==> src/hdl/ecdsa_p256_scalar_sign_assert.svh <==
// Assertion macros for the ECDSA P-256 scalar signing block.
`ifndef ECDSA_P256_SCALAR_SIGN_ASSERT_SVH
`define ECDSA_P256_SCALAR_SIGN_ASSERT_SVH
// Check that a condition implies a consequence in the same cycle.
`define ESS_ASSERT_IMPLY(label, clk, rstn, cond, cons, msg) \
    label: assert property (@(posedge clk) disable iff (!rstn) (cond) |-> (cons)) \
        else $error(msg);
// Check that a condition implies a consequence in the next cycle.
`define ESS_ASSERT_NEXT(label, clk, rstn, cond, cons, msg) \
    label: assert property (@(posedge clk) disable iff (!rstn) (cond) |=> (cons)) \
        else $error(msg);
`endif

==> src/hdl/ess_pkg.sv <==
// Shared types and constants for the ECDSA P-256 scalar signing block.
package ess_pkg;
    localparam int unsigned OperandWords = 4;
    localparam int unsigned WordW = 64;
    localparam int unsigned OpW   = OperandWords * WordW;
    localparam logic [OpW-1:0] GroupOrder =
        256'hFFFFFFFF00000000FFFFFFFFFFFFFFFFBCE6FAADA7179E84F3B9CAC2FC632551;
    localparam logic [OpW-1:0] InvExp = GroupOrder - 256'd2;

    typedef enum logic [2:0] {
        REQ_KEY   = 3'd0,
        REQ_NONCE = 3'd1,
        REQ_DIG   = 3'd2,
        REQ_PX    = 3'd3,
        REQ_START = 3'd4
    } req_t;

    // Multiplier handshake
    typedef struct packed {
        logic start;
    } mul_ctl_t;
    typedef struct packed {
        logic busy;
        logic done;
    } mul_sts_t;
endpackage

==> src/hdl/ess_mulmod.sv <==
// Bit-serial modular multiplier: left-to-right double-and-add mod n.
module ess_mulmod (
    input  logic                         aclk,
    input  logic                         aresetn,
    input  ess_pkg::mul_ctl_t            ctl,
    input  logic [ess_pkg::OpW-1:0]      a_in,
    input  logic [ess_pkg::OpW-1:0]      b_in,
    output ess_pkg::mul_sts_t            sts,
    output logic [ess_pkg::OpW-1:0]      p_out
);
    localparam int unsigned W = ess_pkg::OpW;

    typedef enum logic [3:0] {
        M_IDLE = 4'b0001,
        M_RED  = 4'b0010,
        M_DBL  = 4'b0100,
        M_ADD  = 4'b1000
    } mst_t;

    mst_t         st_reg, st_next;
    logic [W-1:0] a_reg, b_reg, acc_reg;
    logic [8:0]   cnt_reg;
    logic         done_reg;
    logic [W:0]   sum_w, red_w;
    logic [W-1:0] addend;

    // Shared adder: acc plus acc or plus a, reduced once
    always_comb begin
        addend = (st_reg == M_DBL) ? acc_reg : a_reg;
        sum_w  = {1'b0, acc_reg} + {1'b0, addend};
        red_w  = sum_w - {1'b0, ess_pkg::GroupOrder};
    end

    always_comb begin
        st_next = st_reg;
        case (st_reg)
            M_IDLE: if (ctl.start) st_next = M_RED;
            M_RED:  st_next = M_DBL;
            M_DBL:  st_next = b_reg[W-1] ? M_ADD : ((cnt_reg == 9'd1) ? M_IDLE : M_DBL);
            M_ADD:  st_next = (cnt_reg == 9'd1) ? M_IDLE : M_DBL;
            default: st_next = M_IDLE;
        endcase
    end

    always_ff @(posedge aclk) begin
        if (!aresetn) begin
            st_reg   <= M_IDLE;
            done_reg <= 1'b0;
        end else begin
            st_reg   <= st_next;
            done_reg <= (st_reg != M_IDLE) && (st_next == M_IDLE);
        end
    end

    // Datapath: one doubling or one addition per cycle
    always_ff @(posedge aclk) begin
        case (st_reg)
            M_IDLE: if (ctl.start) begin
                a_reg   <= a_in;
                b_reg   <= b_in;
                acc_reg <= '0;
                cnt_reg <= 9'd256;
            end
            M_RED: if (a_reg >= ess_pkg::GroupOrder) a_reg <= a_reg - ess_pkg::GroupOrder;
            M_DBL, M_ADD: begin
                acc_reg <= (sum_w >= {1'b0, ess_pkg::GroupOrder}) ? red_w[W-1:0]
                                                                  : sum_w[W-1:0];
                if ((st_reg == M_ADD) || !b_reg[W-1]) begin
                    b_reg   <= {b_reg[W-2:0], 1'b0};
                    cnt_reg <= cnt_reg - 9'd1;
                end
            end
            default: ;
        endcase
    end

    assign sts.busy = (st_reg != M_IDLE);
    assign sts.done = done_reg;
    assign p_out    = acc_reg;
endmodule

==> config.mk <==
export PLATFORM = sky130hd
export DESIGN_NAME = ess_mulmod
export DESIGN_NICKNAME = d
export VERILOG_FILES = /design/src/hdl/ecdsa_p256_scalar_sign_assert.svh /design/src/hdl/ess_pkg.sv /design/src/hdl/ess_mulmod.sv
export SDC_FILE = /design/constraint.sdc
export NUM_CORES = 2
export LEC_CHECK = 0
export ABC_AREA = 0
export BUFFER_PORTS_ARGS = -buffer_cell sky130_fd_sc_hd__buf_2
export CAP_MARGIN = 20
export CELL_PAD_IN_SITES_DETAIL_PLACEMENT = 0
export CELL_PAD_IN_SITES_GLOBAL_PLACEMENT = 2
export CORE_MARGIN = 5
export CORE_UTILIZATION = 30
export CTS_CLUSTER_SIZE = 24
export DETAILED_ROUTE_END_ITERATION = 12
export PLACE_DENSITY_LB_ADDON = 0.1
export SYNTH_ARGS = -nofsm -noshare
export SYNTH_HDL_FRONTEND = slang
export SYNTH_SLANG_ARGS = --single-unit
==> constraint.sdc <==
create_clock -name aclk -period 22.2 [get_ports aclk]
set_clock_uncertainty 0.2 [all_clocks]
set_input_delay 2.22 -clock aclk [delete_from_list [all_inputs] [get_ports aclk]]
set_output_delay 2.22 -clock aclk [all_outputs]
set_load 0.01 [all_outputs]
# --- Yosys cells after proc, flatten, opt, wreduce, memory -nomap -nowiden ---
# Cells that the tools add are included.
# W data, S select, Z words.
totals:
  out_inout_bits: 258
  regBits: 782
  wordCells: 48
op_classes:
  n_mux: 17
  addsub: 4
  n_lt_le_gt_ge: 2
  n_reduce_logical: 9
  eq_ne: 10
op_table:
  columns: ["cell", "n"]
  rows:
  - ["$mux W256", 7]
  - ["$pmux W256 S2", 3]
  - ["$sub A256 B256 Y256 const B", 2]
  - ["$add A256 B256 Y257", 1]
  - ["$ge A257 B256 Y1 const B", 1]
  - ["$ge A256 B256 Y1 const B", 1]
  - ["$mux W9", 2]
  - ["$pmux W9 S2", 1]
  - ["$pmux W4 S4", 1]
  - ["$eq A9 B1 Y1 const B", 1]
  - ["$sub A9 B1 Y9 const B", 1]
  - ["$eq A4 B1 Y1 const B", 2]
  - ["$mux W4", 2]
  - ["$ne A2 B2 Y1 const B", 3]
  - ["$reduce_and A3 Y1", 2]
  - ["$eq A4 B2 Y1 const B", 1]
  - ["$eq A4 B3 Y1 const B", 1]
  - ["$eq A4 B4 Y1 const B", 1]
  - ["$ne A4 B1 Y1 const B", 1]
  - ["$reduce_bool A2 Y1", 2]
  - ["$mux W3", 1]
  - ["$reduce_and A2 Y1", 1]
  - ["$reduce_or A2 Y1", 1]
  - ["$logic_and A1 B1 Y1", 1]
  - ["2 further kinds", 2]

# --- Depth between registers and ports, before layout ---
logic_depth:
  ltp_word: 6
  mapped_depth: 31
  depth_no_buf: 26

# --- Worst setup path after synthesis ---
# No wires, ideal clock.
synth_timing:
  path_kind: "register to register"
  startpoint: "register a_reg[0]"
  endpoint: "register a_reg[0], enable pin"
  n_path_buf: 2
  path_slack_ns: -1.454
  stages_incl_launch_ff: 22
  t_required_ns: 20.773
  t_arrival_ns: 22.227
  setup_time_ns: 1.227
  synth_period_minus_slack_ns: 23.654
  path_cell_list: "edfxtp_1 -> inv_1 -> ha_1 -> or3b_2 -> a21oi_1 -> o21bai_1 -> a21oi_1 -> o21ai_0 -> a21boi_0 -> o21ai_0 -> a31oi_1 -> o31a_1 -> o21ai_0 -> a31oi_1 -> o211ai_1 -> and4_1 -> or3_1 -> clkbuf_1 -> a21oi_1 -> clkbuf_1 -> a21boi_0 -> o21ai_0"
synth_between:
  elab_chain_cells: 3
synth_lines:
  columns: ["item", "line", "source"]
  rows:
  - ["start, declared", "ess_mulmod.sv:21", "logic [W-1:0] a_reg, b_reg, acc_reg;"]
  - ["start signal, assigned", "ess_mulmod.sv:59", "a_reg <= a_in;"]
  - ["start signal, assigned", "ess_mulmod.sv:64", "M_RED: if (a_reg >= ess_pkg::GroupOrder) a_reg <= a_reg - ess_pkg::GroupOrder;"]
  - ["$ge A256 B256 Y1", "ess_mulmod.sv:64", null]
  - ["$ne A2 B2 Y1 (no source line)", null, null]
  - ["$reduce_and A3 Y1 (no source line)", null, null]
# No other way between the ends.
# A chain may end at the register's enable or synchronous reset.

# --- Worst setup path after layout ---
layout_timing:
  startpoint: "register st_reg[3]"
  endpoint: "register acc_reg[221] (netlist: p_out[221]), data pin"
layout_between:
  elab_chain_cells: 6
  elab_cells_between_ends: 10
  cone_classes: "add/sub (2); order compare (1); eq/ne (3); mux (3); reduce/logical (1)"
layout_lines:
  columns: ["item", "line", "source"]
  rows:
  - ["start, declared", "ess_mulmod.sv:20", "mst_t st_reg, st_next;"]
  - ["start signal, assigned", "ess_mulmod.sv:50", "st_reg <= st_next;"]
  - ["$eq A4 B3 Y1", "ess_mulmod.sv:29, ess_mulmod.sv:57", null]
  - ["$mux W256", "ess_mulmod.sv:29", "addend = (st_reg == M_DBL) ? acc_reg : a_reg;"]
  - ["$add A256 B256 Y257", "ess_mulmod.sv:30", "sum_w = {1'b0, acc_reg} + {1'b0, addend};"]
  - ["$sub A256 B256 Y256 or $ge A257 B256 Y1 (tied branches)", "ess_mulmod.sv:31, ess_mulmod.sv:66", null]
  - ["$mux W256", "ess_mulmod.sv:66", "acc_reg <= (sum_w >= {1'b0, ess_pkg::GroupOrder}) ? red_w[W-1:0]"]
  - ["$pmux W256 S2 *", "ess_mulmod.sv:57", "case (st_reg)"]
  - ["end signal, assigned", "ess_mulmod.sv:66", null]
  - ["end, declared", "ess_mulmod.sv:21", null]
# Mark *: on every way between the ends. The rest lies on a longest branch, timed or not.

==> results.md <==
- Die W: 501 um
- CTS tree: built
- Worst path top cell family by delay: simple AND/OR/NAND/NOR gates
- Largest net degree at the start of global routing: between 150 and 200
- GRT busiest layer: met2
- Final weighted congestion in routability-driven placement: between 1 and 1.5
- Number of flops mapped to enable cells by yosys: a little under 800
- Gr usage total: 0.304
- Max Slew Vio Count: 0
- Sequential fraction of the synthesis area: 0.324
- Leakage power: roughly 30 nW
- Most used cell, CP: buf_4
- Post-CTS Setup Repair Bufs: 0
- Crit path required time: 22.62 ns
- Port Buf Inserts: slightly below 800
- Max Cap Viol: 0
- Kind of end point of the critical path: register
- RSZ-0062 raised after global routing: no
- Async SR Flop Fraction: 0
- Via count: 74,244
- Buf/Inv on CP: 5
- Least-Margin Pin Slew: 1.42 ns
- Clk pin slew, worst setup/hold paths: about 0.06 ns
- Final setup TNS: 0 ns
- WS Path Type: register to register
- Post-layout min period: approximately 13 ns
- R2R Setup Slk: 9.41 ns
- DRC violations left: 0
- Netlist cell types: about 110
- Final Util: 0.345
- Finished Layout Cells: between 10,000 and 15,000
- Synthesized area per cell: roughly 8.4 um2
- Outcome: completed
- Final hold viol count: 0
- Most used DFF post-synth: edfxtp_1
- Inserted Clock Buffers: 99
- Boundary Pins: 773
- Root Buffer: clkbuf_16
- Most frequent cells in the layout: nand2_1, nor2_1, buf_2
- Resize count post-CTS: 0
- Endpoints failing setup: 0
- WL/cell: 32.3 um
- Post-synthesis net count: between 9,000 and 10,000
- Die ar.: roughly 0.25 mm2
- Share of layout cells above drive strength 1: 0.191
- Slowest CP cell: o31ai_1
- Syn Std Cell Area: 0.0724 mm2
- Chip Height: about 500 um
- PD cells: between 60 and 70 mW/mm2
- First-pass GRT wire length: approximately 550 mm
- Routed WL: 401 mm
- P&R area growth vs syn: 14.6%
- Drt first pass iters: 5
- Placed Instances: approximately 12,000
- Startpoint types: register
- Met1 Usage GRT: 0.407
- Seq cells post-synth: slightly below 800
- DRT iter0 DRCs: ~7,300
- M3 GR Usage: 0.0638
- Clock tree sinks: between 700 and 800
- Nets@finish: 9,921
- Vias in the first global route: 71,187
- Initial Util: 0.301
- Post-DP HPWL: around 340 mm
- Yosys Warn Count: 0
- Critical-path maximum fanout: slightly below 70
- Area of the core: 0.241 mm2
- HP Class: register to register
- Achievable frequency: 78.2 MHz
- Worst slew margin: 0.0488
- Commonest non-fill, non-tap cell in the layout: nand2_1
- Rows: 180
- Detail Route Antenna Nets: 0
- Post-route clock period utilization: 0.576
- Clk_lat worst skew: 0.80 ns
- Synth Instances: 8,579
- Critical path arrival: 13.22 ns
- Max Root-Sink Buffers: 3
- Max VDD drop: about 64 uV
- Met2 GRT Util: 0.486
- Grt ovf: 0
- Crit path largest cell delay: ~0.92 ns
- Cts hold-fix bufs: 0
- Vias per std cell: 5.97
- H-tree Lvls: 3
- Initial antenna violation count: 79
layer usage:
metal  up-vias  routed length [um]
li1      33754                   -
met2      3013              181000
met3       557               29900
met4        80               16000
met5         -                 520
met1     36840              174000
area by class of cell:
type / count / area [um2]
flip-flops and latches: 782 / 23400
inverters: 114 / 428
multi-input cells: 7213 / 46900
fillers: 25679 / 158000
repair buffers: 932 / 5070
clock buffers: 126 / 2600
diodes: 31 / 77.6
clock inverters: 51 / 502
well taps: 3185 / 3990
synth_stat cells, types with 114 or more instances:
cell type  count  share of area
nand2_1      941          0.049
nor2_1       825          0.043
edfxtp_1     777           0.32
a21oi_1      715          0.049
o21ai_0      686          0.047
mux2_2       504          0.078
clkbuf_1     407          0.021
xnor2_1      355          0.043
nand4_1      313          0.027
nand3_1      268          0.019
ha_1         263          0.045
nor3_1       247          0.017
xor2_1       233          0.028
a21o_1       150          0.016
and3_1       117          0.010
a211oi_1     115          0.012
inv_1        114         0.0059
cells by family after synthesis:
kind of cell / count (synthesis) / synth area share
adder cells (fa/ha/maj): 264 / 0.0457
AND/OR/NAND/NOR: 3321 / 0.224
AO/OA/AOI/OAI: 2517 / 0.223
multiplexers: 521 / 0.0807
XOR/XNOR: 590 / 0.0715
buffers and inverters: 584 / 0.0315
flip-flops: 782 / 0.324
power by group:
group	switching (W)	internal, W
clock	0.000734	0.000889
sequential	0.000114	0.00176
combinational	0.00150	0.000670
path summary, 6_finish.rpt:
path,cells after the start,startpoint,to
max,27,st_reg[3]$_SDFF_PN0_,p_out[221]$_SDFFCE_PP0P_
min,1,b_reg[79]$_DFFE_PP_,b_reg[80]$_DFFE_PP_
max reg2reg,27,st_reg[3]$_SDFF_PN0_,p_out[221]$_SDFFCE_PP0P_
min reg2reg,1,b_reg[79]$_DFFE_PP_,b_reg[80]$_DFFE_PP_
through the flow:
step,worst slack (ns),hold WS (ns),cell area [um2],total power [W]
3_3_place_gp,8.68,0.328,79700,0.00403
4_1_cts,9.55,0.343,82900,0.00568
3_5_place_dp,9.63,0.333,79800,0.00402
5_1_grt,8.96,0.354,82900,0.00590
2_1_floorplan,5.46,0.275,72400,0.00317
6_report,9.41,0.344,83000,0.00566
Power figures use the tool's default switching activity.
